### src/rtl/core/bc13_pkg.sv
`timescale 1ns / 1ps
package bc13_pkg;

  localparam int QUEUE_DEPTH = 2;
  localparam int QPTR_W = (QUEUE_DEPTH > 1) ? $clog2(QUEUE_DEPTH) : 1;
  localparam int QCNT_W = $clog2(QUEUE_DEPTH + 1);
  localparam int PIXELS = 16;

  localparam logic [7:0] ALPHA_OPAQUE = 8'd255;
  localparam logic [7:0] RECIP3 = 8'd171;
  localparam logic [11:0] RECIP7 = 12'd2341;
  localparam logic [11:0] RECIP5 = 12'd3277;

  typedef struct packed {
    logic [4:0] r;
    logic [5:0] g;
    logic [4:0] b;
  } rgb565_t;

  typedef struct packed {
    logic bc3;
    rgb565_t [3:0] cpal;
    logic [7:0][7:0] apal;
    logic [31:0] cidx;
    logic [47:0] aidx;
  } blk_t;

  // Exact for every value below 192.
  function automatic logic [5:0] div3(input logic [7:0] x);
    logic [15:0] p;
    p = x * RECIP3;
    return p[14:9];
  endfunction

  // Exact for every value below 1792.
  function automatic logic [7:0] div7(input logic [10:0] x);
    logic [22:0] p;
    p = x * RECIP7;
    return p[21:14];
  endfunction

  function automatic logic [7:0] div5(input logic [10:0] x);
    logic [22:0] p;
    p = x * RECIP5;
    return p[21:14];
  endfunction

  function automatic logic [7:0] expand5(input logic [4:0] c);
    logic [12:0] t;
    t = {c, 8'b0} - {8'b0, c};
    return t[12:5];
  endfunction

  function automatic logic [7:0] expand6(input logic [5:0] c);
    logic [13:0] t;
    t = {c, 8'b0} - {8'b0, c};
    return t[13:6];
  endfunction

endpackage

### src/rtl/core/bc1_bc3_texture_block_decoder_core.sv
`timescale 1ns / 1ps
// Decodes one BC1 or BC3 compressed 4x4 block per transfer on the block channel and
// delivers its sixteen pixels in row order as 8-bit RGBA, one pixel per cycle on the
// pixel channel while it is ready and a block is waiting in the queue. The front end
// computes both palettes in a two-stage pipeline and places finished blocks in a
// two-entry queue, so new blocks are taken while earlier ones are still being emitted.
// A block passes through both pipeline stages and the queue before the registered
// pixel output presents its first pixel. The format register selects BC3 when
// set and must only be written while the decoder is idle.
module bc1_bc3_texture_block_decoder_core (
  input  logic        clk,
  input  logic        rst,
  input  logic        cfg_write_en,
  input  logic        cfg_write_data,
  input  logic        blk_valid,
  output logic        blk_ready,
  input  logic [63:0] colour_block,
  input  logic [63:0] alpha_block,
  output logic        pix_valid,
  input  logic        pix_ready,
  output logic [7:0]  red,
  output logic [7:0]  green,
  output logic [7:0]  blue,
  output logic [7:0]  alpha,
  output logic [3:0]  pixel_position,
  output logic        last_pixel
);
  import bc13_pkg::*;

  logic format_bc3;
  logic push_valid;
  logic push_ready;
  blk_t push_data;
  logic head_valid;
  blk_t head_data;
  logic pop;
  logic [QCNT_W-1:0] q_count;

  always_ff @(posedge clk) begin
    if (rst) begin
      format_bc3 <= 1'b0;
    end else if (cfg_write_en) begin
      format_bc3 <= cfg_write_data;
    end
  end

  bc13_front u_front (
    .clk          (clk),
    .rst          (rst),
    .format_bc3   (format_bc3),
    .blk_valid    (blk_valid),
    .blk_ready    (blk_ready),
    .colour_block (colour_block),
    .alpha_block  (alpha_block),
    .push_valid   (push_valid),
    .push_ready   (push_ready),
    .push_data    (push_data)
  );

  bc13_queue u_queue (
    .clk        (clk),
    .rst        (rst),
    .push_valid (push_valid),
    .push_ready (push_ready),
    .push_data  (push_data),
    .head_valid (head_valid),
    .pop        (pop),
    .head_data  (head_data),
    .count      (q_count)
  );

  bc13_back u_back (
    .clk            (clk),
    .rst            (rst),
    .head_valid     (head_valid),
    .head_data      (head_data),
    .pop            (pop),
    .pix_valid      (pix_valid),
    .pix_ready      (pix_ready),
    .red            (red),
    .green          (green),
    .blue           (blue),
    .alpha          (alpha),
    .pixel_position (pixel_position),
    .last_pixel     (last_pixel)
  );

  a_queue_bound: assert property (@(posedge clk) disable iff (rst)
    q_count <= QCNT_W'(QUEUE_DEPTH))
    else $error("queue count exceeds its depth");

  a_pop_last: assert property (@(posedge clk) disable iff (rst)
    pop |=> (pix_valid && last_pixel && (pixel_position == 4'(PIXELS - 1))))
    else $error("block retired without its last pixel");

  a_stall_cause: assert property (@(posedge clk) disable iff (rst)
    !blk_ready |-> (push_valid && !push_ready))
    else $error("block channel stalled while the queue had room");

endmodule

### src/rtl/core/bc13_front.sv
`timescale 1ns / 1ps
module bc13_front (
  input  logic           clk,
  input  logic           rst,
  input  logic           format_bc3,
  input  logic           blk_valid,
  output logic           blk_ready,
  input  logic [63:0]    colour_block,
  input  logic [63:0]    alpha_block,
  output logic           push_valid,
  input  logic           push_ready,
  output bc13_pkg::blk_t push_data
);
  import bc13_pkg::*;

  logic adv1;
  logic adv2;

  rgb565_t e0;
  rgb565_t e1;
  logic [7:0] a0;
  logic [7:0] a1;
  logic four_next;
  logic agt_next;
  logic [6:0] cr2_next;
  logic [6:0] cr3_next;
  logic [7:0] cg2_next;
  logic [7:0] cg3_next;
  logic [6:0] cb2_next;
  logic [6:0] cb3_next;
  logic [5:0][10:0] anum_next;

  logic s1_valid;
  logic s1_bc3;
  logic s1_four;
  logic s1_agt;
  rgb565_t s1_e0;
  rgb565_t s1_e1;
  logic [7:0] s1_a0;
  logic [7:0] s1_a1;
  logic [6:0] s1_cr2;
  logic [6:0] s1_cr3;
  logic [7:0] s1_cg2;
  logic [7:0] s1_cg3;
  logic [6:0] s1_cb2;
  logic [6:0] s1_cb3;
  logic [5:0][10:0] s1_anum;
  logic [31:0] s1_cidx;
  logic [47:0] s1_aidx;

  blk_t blk_next;
  logic s2_valid;
  blk_t s2;

  assign adv2 = !s2_valid || push_ready;
  assign adv1 = !s1_valid || adv2;
  assign blk_ready = adv1;
  assign push_valid = s2_valid;
  assign push_data = s2;

  always_comb begin
    e0 = rgb565_t'(colour_block[15:0]);
    e1 = rgb565_t'(colour_block[31:16]);
    a0 = alpha_block[7:0];
    a1 = alpha_block[15:8];
    four_next = format_bc3 || (colour_block[15:0] > colour_block[31:16]);
    agt_next = a0 > a1;
    if (four_next) begin
      cr2_next = 7'({e0.r, 1'b0}) + 7'(e1.r);
      cr3_next = 7'(e0.r) + 7'({e1.r, 1'b0});
      cg2_next = 8'({e0.g, 1'b0}) + 8'(e1.g);
      cg3_next = 8'(e0.g) + 8'({e1.g, 1'b0});
      cb2_next = 7'({e0.b, 1'b0}) + 7'(e1.b);
      cb3_next = 7'(e0.b) + 7'({e1.b, 1'b0});
    end else begin
      cr2_next = 7'(e0.r) + 7'(e1.r);
      cr3_next = '0;
      cg2_next = 8'(e0.g) + 8'(e1.g);
      cg3_next = '0;
      cb2_next = 7'(e0.b) + 7'(e1.b);
      cb3_next = '0;
    end
    for (int k = 0; k < 6; k++) begin
      if (agt_next) begin
        anum_next[k] = 11'((6 - k) * a0) + 11'((k + 1) * a1);
      end else if (k < 4) begin
        anum_next[k] = 11'((4 - k) * a0) + 11'((k + 1) * a1);
      end else begin
        anum_next[k] = '0;
      end
    end
  end

  always_comb begin
    blk_next.bc3 = s1_bc3;
    blk_next.cidx = s1_cidx;
    blk_next.aidx = s1_aidx;
    blk_next.cpal[0] = s1_e0;
    blk_next.cpal[1] = s1_e1;
    if (s1_four) begin
      blk_next.cpal[2].r = 5'(div3(8'(s1_cr2)));
      blk_next.cpal[2].g = div3(s1_cg2);
      blk_next.cpal[2].b = 5'(div3(8'(s1_cb2)));
      blk_next.cpal[3].r = 5'(div3(8'(s1_cr3)));
      blk_next.cpal[3].g = div3(s1_cg3);
      blk_next.cpal[3].b = 5'(div3(8'(s1_cb3)));
    end else begin
      blk_next.cpal[2].r = s1_cr2[5:1];
      blk_next.cpal[2].g = s1_cg2[6:1];
      blk_next.cpal[2].b = s1_cb2[5:1];
      blk_next.cpal[3] = '0;
    end
    blk_next.apal[0] = s1_a0;
    blk_next.apal[1] = s1_a1;
    for (int k = 0; k < 6; k++) begin
      if (s1_agt) begin
        blk_next.apal[k + 2] = div7(s1_anum[k]);
      end else if (k < 4) begin
        blk_next.apal[k + 2] = div5(s1_anum[k]);
      end else if (k == 4) begin
        blk_next.apal[k + 2] = '0;
      end else begin
        blk_next.apal[k + 2] = ALPHA_OPAQUE;
      end
    end
  end

  always_ff @(posedge clk) begin
    if (rst) begin
      s1_valid <= 1'b0;
      s2_valid <= 1'b0;
    end else begin
      if (adv1) begin
        s1_valid <= blk_valid;
      end
      if (adv2) begin
        s2_valid <= s1_valid;
      end
    end
  end

  always_ff @(posedge clk) begin
    if (adv1 && blk_valid) begin
      s1_bc3 <= format_bc3;
      s1_four <= four_next;
      s1_agt <= agt_next;
      s1_e0 <= e0;
      s1_e1 <= e1;
      s1_a0 <= a0;
      s1_a1 <= a1;
      s1_cr2 <= cr2_next;
      s1_cr3 <= cr3_next;
      s1_cg2 <= cg2_next;
      s1_cg3 <= cg3_next;
      s1_cb2 <= cb2_next;
      s1_cb3 <= cb3_next;
      s1_anum <= anum_next;
      s1_cidx <= colour_block[63:32];
      s1_aidx <= alpha_block[63:16];
    end
    if (adv2 && s1_valid) begin
      s2 <= blk_next;
    end
  end

endmodule

### src/rtl/core/bc13_queue.sv
`timescale 1ns / 1ps
module bc13_queue (
  input  logic                    clk,
  input  logic                    rst,
  input  logic                    push_valid,
  output logic                    push_ready,
  input  bc13_pkg::blk_t          push_data,
  output logic                    head_valid,
  input  logic                    pop,
  output bc13_pkg::blk_t          head_data,
  output logic [bc13_pkg::QCNT_W-1:0] count
);
  import bc13_pkg::*;

  blk_t mem [QUEUE_DEPTH];
  logic [QPTR_W-1:0] wr_ptr;
  logic [QPTR_W-1:0] rd_ptr;
  logic do_push;
  logic do_pop;

  assign push_ready = count != QCNT_W'(QUEUE_DEPTH);
  assign head_valid = count != '0;
  assign head_data = mem[rd_ptr];
  assign do_push = push_valid && push_ready;
  assign do_pop = pop && head_valid;

  always_ff @(posedge clk) begin
    if (rst) begin
      wr_ptr <= '0;
      rd_ptr <= '0;
      count <= '0;
    end else begin
      if (do_push) begin
        wr_ptr <= (wr_ptr == QPTR_W'(QUEUE_DEPTH - 1)) ? '0 : wr_ptr + 1'b1;
      end
      if (do_pop) begin
        rd_ptr <= (rd_ptr == QPTR_W'(QUEUE_DEPTH - 1)) ? '0 : rd_ptr + 1'b1;
      end
      if (do_push && !do_pop) begin
        count <= count + 1'b1;
      end else if (do_pop && !do_push) begin
        count <= count - 1'b1;
      end
    end
  end

  always_ff @(posedge clk) begin
    if (do_push) begin
      mem[wr_ptr] <= push_data;
    end
  end

endmodule

### src/rtl/core/bc13_back.sv
`timescale 1ns / 1ps
module bc13_back (
  input  logic           clk,
  input  logic           rst,
  input  logic           head_valid,
  input  bc13_pkg::blk_t head_data,
  output logic           pop,
  output logic           pix_valid,
  input  logic           pix_ready,
  output logic [7:0]     red,
  output logic [7:0]     green,
  output logic [7:0]     blue,
  output logic [7:0]     alpha,
  output logic [3:0]     pixel_position,
  output logic           last_pixel
);
  import bc13_pkg::*;

  logic [3:0] cnt;
  logic load;
  logic [4:0] cbase;
  logic [5:0] abase;
  logic [1:0] ci;
  logic [2:0] ai;
  rgb565_t sel;
  logic [7:0] alpha_next;

  assign load = head_valid && (!pix_valid || pix_ready);
  assign pop = load && (cnt == 4'(PIXELS - 1));

  always_comb begin
    cbase = {cnt, 1'b0};
    abase = {1'b0, cnt, 1'b0} + {2'b0, cnt};
    ci = head_data.cidx[cbase +: 2];
    ai = head_data.aidx[abase +: 3];
    sel = head_data.cpal[ci];
    alpha_next = head_data.bc3 ? head_data.apal[ai] : ALPHA_OPAQUE;
  end

  always_ff @(posedge clk) begin
    if (rst) begin
      pix_valid <= 1'b0;
      cnt <= '0;
    end else if (load) begin
      pix_valid <= 1'b1;
      cnt <= cnt + 1'b1;
    end else if (pix_ready) begin
      pix_valid <= 1'b0;
    end
  end

  always_ff @(posedge clk) begin
    if (load) begin
      red <= expand5(sel.r);
      green <= expand6(sel.g);
      blue <= expand5(sel.b);
      alpha <= alpha_next;
      pixel_position <= cnt;
      last_pixel <= cnt == 4'(PIXELS - 1);
    end
  end

endmodule

### config.mk
export PLATFORM = sky130hd
export DESIGN_NAME = bc1_bc3_texture_block_decoder_core
export DESIGN_NICKNAME = d
export VERILOG_FILES = /design/src/rtl/core/bc13_pkg.sv /design/src/rtl/core/bc1_bc3_texture_block_decoder_core.sv /design/src/rtl/core/bc13_front.sv /design/src/rtl/core/bc13_queue.sv /design/src/rtl/core/bc13_back.sv
export SDC_FILE = /design/constraint.sdc
export NUM_CORES = 2
export LEC_CHECK = 0
export ABC_CLOCK_PERIOD_IN_PS = 12200
export BUFFER_PORTS_ARGS = -buffer_cell sky130_fd_sc_hd__buf_2
export CORE_AREA = 2 2 401 403
export DETAILED_ROUTE_END_ITERATION = 10
export DIE_AREA = 0 0 403 405
export PLACE_DENSITY = 0.64
export SYNTH_ARGS = -nofsm -noshare
export SYNTH_HDL_FRONTEND = slang
export SYNTH_HIERARCHICAL = 1
export SYNTH_SLANG_ARGS = --single-unit
### constraint.sdc
create_clock -name clk -period 12.2 [get_ports clk]
set_input_delay 1.83 -clock clk [delete_from_list [all_inputs] [get_ports clk]]
set_output_delay 1.83 -clock clk [all_outputs]
set_load 0.02 [all_outputs]
==> results.md <==
Job:
- Across the run, the number of max-cap violations was 0.

Yosys:
- For this run, asynchronously set or reset flops after synthesis account for 0%.
- The share of synthesized area in the top cell type comes to 42.9%.
- Synthesis inferred ~910 register bits.
- The synthesized cell area is about 0.063 mm^2.
- edfxtp_1 takes more of the synthesized area than any other cell.
- After synthesis, flip-flops and latches occupy 43.3% of the total area.
- The total nets after synthesis is approximately 6300.
- The total of warnings raised by yosys is 6.
- The average instance in the mapped netlist occupies around 13 um^2.
- The count of distinct cell types in the synthesized netlist is 90.
- In the synthesized netlist the dominant register cell turns out to be edfxtp_1.
- By area the synthesized netlist is led by edfxtp_1 43%, ha_1 20%, fa_1 9.4%.
- Synthesis produced just under 5000 cells.
- In this run, synthesis inferred around 900 flip-flops with an integrated enable.

Clock network:
- The H-tree was split into 3 levels.
- The count of buffers added by post-CTS timing repair for setup is 0.
- The number of buffers between clock root and the deepest sink is 3.
- The cell at the root of the clock tree is clkbuf_16.
- TritonCTS built the clock tree.
- The clock slew seen by the registers of the worst setup and hold paths is ~0.060 ns.
- The number of CTS-inserted buffers is just under 100.
- The CTS sink count is around 900.
- The number of gates given a new drive strength after cts is 0.
- The count of hold-fix buffers inserted at cts is 0.
- The clock reaches the later pin of the worst-skew pair after 0.72 ns.

Global route:
- The first global-routing pass estimated roughly 210000 um of wire.
- The number of antenna violations at the first check in global routing is 16.
- The total routing resource utilization after global routing is approximately 16%.
- Entering global routing, the biggest net connects about 170 pins.
- The total grt overflow is 0.
- The number of global-route vias before repair is between 30000 and 40000.

Critical path:
- The number of buffer and inverter stages on the critical path is 4.
- The cell count of the worst reg-to-reg path is 18.
- The kind of launch point of the worst setup path is an input port.
- The most numerous cell type found on the critical path is o21a_1.
- In this design, the stage delay of the slowest critical-path cell is 0.51 ns.
- Walking the worst path, the cells encountered are buf_2, inv_1, ha_1, nor2b_1, o21a_1, o21a_1, o21a_1, o21a_1, o31ai_4, buf_4, inv_2, nand2_1, o21ai_0, ha_1, fa_1, a21oi_1, nor2_1, nor2_1, o21bai_1, a21oi_1, nor2b_1, o21ai_0, nand2b_1.
- The data required time of the worst path is around 13 ns.
- Data arrives at the worst endpoint at between 6 and 7 ns.
- The maximum fanout count along the critical path is 54.
- In this run the critical register-to-register path is captured at u_front/push_data[119].
- The sort of element at the end of the critical path is a register.
- The slowest library cell on the worst path is buf_4.
- The critical path is of the in -> reg type.
- The worst register-to-register path begins at u_front/s1_anum[24].
- The cell family contributing the most delay on the critical path is compound AO/OA/AOI/OAI gates.
- For flop-to-flop paths, the worst setup slack is approximately 6.5 ns.

Floorplan:
- The die covers approximately 0.16 mm^2.
- The width of the die is just over 400 um.
- The floorplan has 147 rows.
- The core region is approximately 0.16 mm^2.
- around 170 I/O pins were placed.
- In this run the vertical extent of the chip is between 400 and 500 um.
- The initial utilization of the core area, before any placement, comes to 39.6%.

Placed design:
- The worst setup timing slack at the placement stage is about 5.4 ns.
- The count of buffers added on input and output ports is roughly 170.
- The HPWL after detailed placement is roughly 100000 um.
- The final weighted congestion of routability-driven global placement is about 0.85.

Finish:
- In the final design database the tool counted between 6000 and 7000 nets.
- The ratio of cells with drive above 1 in the final layout is a little over an eighth.
- The area growth from synthesis to layout is 10.6%.

Route:
- The detailed-route wire length is 130000 um.
- The detailed-route vias per instance is ~5.0.
- The post-route DRC violation count is 0.
- The post-route antenna net violation count is 0.
- Dividing the detail-routed wire length by the instance count gives roughly 18 um.
- Before antenna repair, the detailed router went through 5 iterations.
- For this block, the via count after detailed routing is ~37000.
- The number of design-rule violations left by the first detailed-router iteration is 1898.

STA:
- The maximum frequency from static timing analysis is between 150 and 200 MHz.
- Setup repair after global routing left no endpoint under its margin.
- The pin slew with the least headroom to its limit is ~1.3 ns.
- The number of pins with negative max-slew slack in the final report is 0.
- In the finished design, the share of the clock period the worst path needs comes to 50.1%.
- The clock skew is around 0.067 ns.
- The final hold violation count is 0.
- The worst path meets setup with ~6 ns of slack.
- The worst pin sits at a relative slew slack of 15.6%.
- Setup violations remaining at the end of the flow were counted as 0.
- The final critical-path required period is 6.12 ns.
- Summed over all failing endpoints, the final setup total negative slack is 0 ns.

Hold path:
- The path class of the lowest-slack min-delay path is reg -> reg.
- The startpoint of the worst hold path is u_front/s1_cidx[19].
- The count of cells along the worst hold path is 0.
- The worst hold path terminates at u_front/push_data[67].

Power:
- For this design the ratio of total power to cell area is approximately 250 mW/mm^2.
- The static leakage is about 31 nW.
- The largest vdd supply drop is 327 uV.

Status:
- The run finished with clean final reports.
-- state kept, by name (all words and copies together), names as in the netlist, 2 cells and up, named ones only --
register and cells:
u_back/alpha 8, u_back/blue 8, u_back/cnt 4, u_back/green 8, u_back/pixel_position 4, u_back/red 8
u_front/blk_next 32, u_front/push_data 209, u_front/s1_a0 8, u_front/s1_a1 8, u_front/s1_aidx 48, u_front/s1_anum 62
u_front/s1_cb2 7, u_front/s1_cb3 7, u_front/s1_cg2 8, u_front/s1_cg3 8, u_front/s1_cidx 32, u_front/s1_cr2 7
u_front/s1_cr3 7, u_queue/count 2, u_queue/mem 418
-- worst reg2reg max path: cells and delay by family, from the launching register on --
family                     cells  cell delay [ns]
AOI/OAI and AO/OA              6             1.57
adders and majority gates      6             2.64
DFF                            1             0.58
buffers and inverters          4             0.23
xor gates and xnor gates       1             0.27
muxes                          1             0.10
-- cells in the mapped netlist (all sizes together) (8+ instances only) --
cell,number
dfxtp,13
a31o,8
inv,843
mux2i,54
nor2b,33
nor3,39
edfxtp,901
a211oi,18
o21ai,102
and3,24
nand2b,21
a211o,11
o31ai,14
nand3,48
o21bai,46
or3,13
mux4,43
buf,48
o21a,25
nor2,175
xor2,72
and2,26
o211ai,9
or2,12
nand3b,36
ha,1006
a31oi,15
o41ai,11
o211a,34
a21o,65
a21oi,192
a2111oi,10
fa,297
nand2,113
a22oi,15
clkbuf,30
nand4,20
xnor2,157
mux2,227
-- report_power, final --
part	internal, W	total [W]	switching, W
combinational	0.00458	0.0105	0.00587
clock	0.00183	0.00311	0.00128
sequential	0.00398	0.00421	0.000231
total	0.0104	0.0178	0.00738
-- kinds of logic after synthesis --
group | share of synthesized area [%]
XOR/XNOR | 3.18
AO/OA/AOI/OAI | 6.61
adder cells (fa/ha/maj) | 29.4
AND/OR/NAND/NOR | 4.67
multiplexers | 7.06
buffers and inverters | 5.82
flip-flops | 43.3
-- cell usage in the layout, fill, tap and decap left out, types with 16 or more instances in the layout --
cell type and n:
and3_1 23, xnor2_1 157, inv_1 840, mux2_2 122
mux4_2 42, nand3_1 48, o211a_1 33, nor2b_1 31
a21o_1 65, bufinv_16 16, nand2b_1 21, buf_2 172
nor2_1 175, mux2i_1 52, and2_1 24, clkbuf_16 98
o21ai_0 94, clkinv_1 22, nand3b_1 36, xor2_1 72
buf_4 25, ha_1 1006, nand2_1 113, o21a_1 25
nor3_1 38, mux2_4 101, nand4_1 20, a211oi_1 17
a21oi_1 190, fa_1 297, o21bai_1 46, clkinv_2 16
edfxtp_1 901
-- layer usage --
metal / up-vias / track usage, % / share of wire [%]
met1: 18000 / 21.3 / 45
met2: 559 / 28.3 / 49
met4: 0 / 3.46 / 1.9
met3: 159 / 2.16 / 3.7
li1: 17800 / - / -
met5: - / 0 / 0
-- through the flow --
step	power [W]	utilization [%]	std cells	hold slack, ns	cell area [um^2]
global route	0.0198	43.8	7281	0.417	69800
detailed placement	0.0148	41.6	7098	0.405	66300
floorplan	0.0122	-	4892	0.400	63100
CTS	0.0181	43.8	7281	0.400	69800
finish	0.0178	43.8	7284	0.410	69800
global placement	0.0145	41.6	7098	0.402	66300
-- final cells by class --
| class | count | area [um^2] |
|---|---|---|
| Clock inverter | 76 | 966 |
| Clock buffer | 107 | 2490 |
| Antenna cell | 3 | 7.51 |
| Tap cell | 2086 | 2610 |
| Multi-Input combinational cell | 3056 | 32100 |
| Inverter | 844 | 3180 |
| Timing Repair Buffer | 198 | 1070 |
| Fill cell | 14600 | 89500 |
| Sequential cell | 914 | 27300 |
-- worst max-delay path by stage --
stage | endpoint | cells after the start | startpoint | slack [ns]
CTS | u_front/s1_anum[43] | 23 | alpha_block[9] | 6.18
global route | u_front/s1_anum[43] | 23 | alpha_block[9] | 5.74
floorplan | u_front/push_data[0] | 3 | u_queue/count[0] | 1.52
finish | u_front/s1_anum[43] | 23 | alpha_block[9] | 6.08
global placement | u_front/s1_anum[43] | 23 | alpha_block[9] | 5.43
detailed placement | u_front/s1_anum[43] | 23 | alpha_block[9] | 5.44
(Power assumes the default switching activity.)
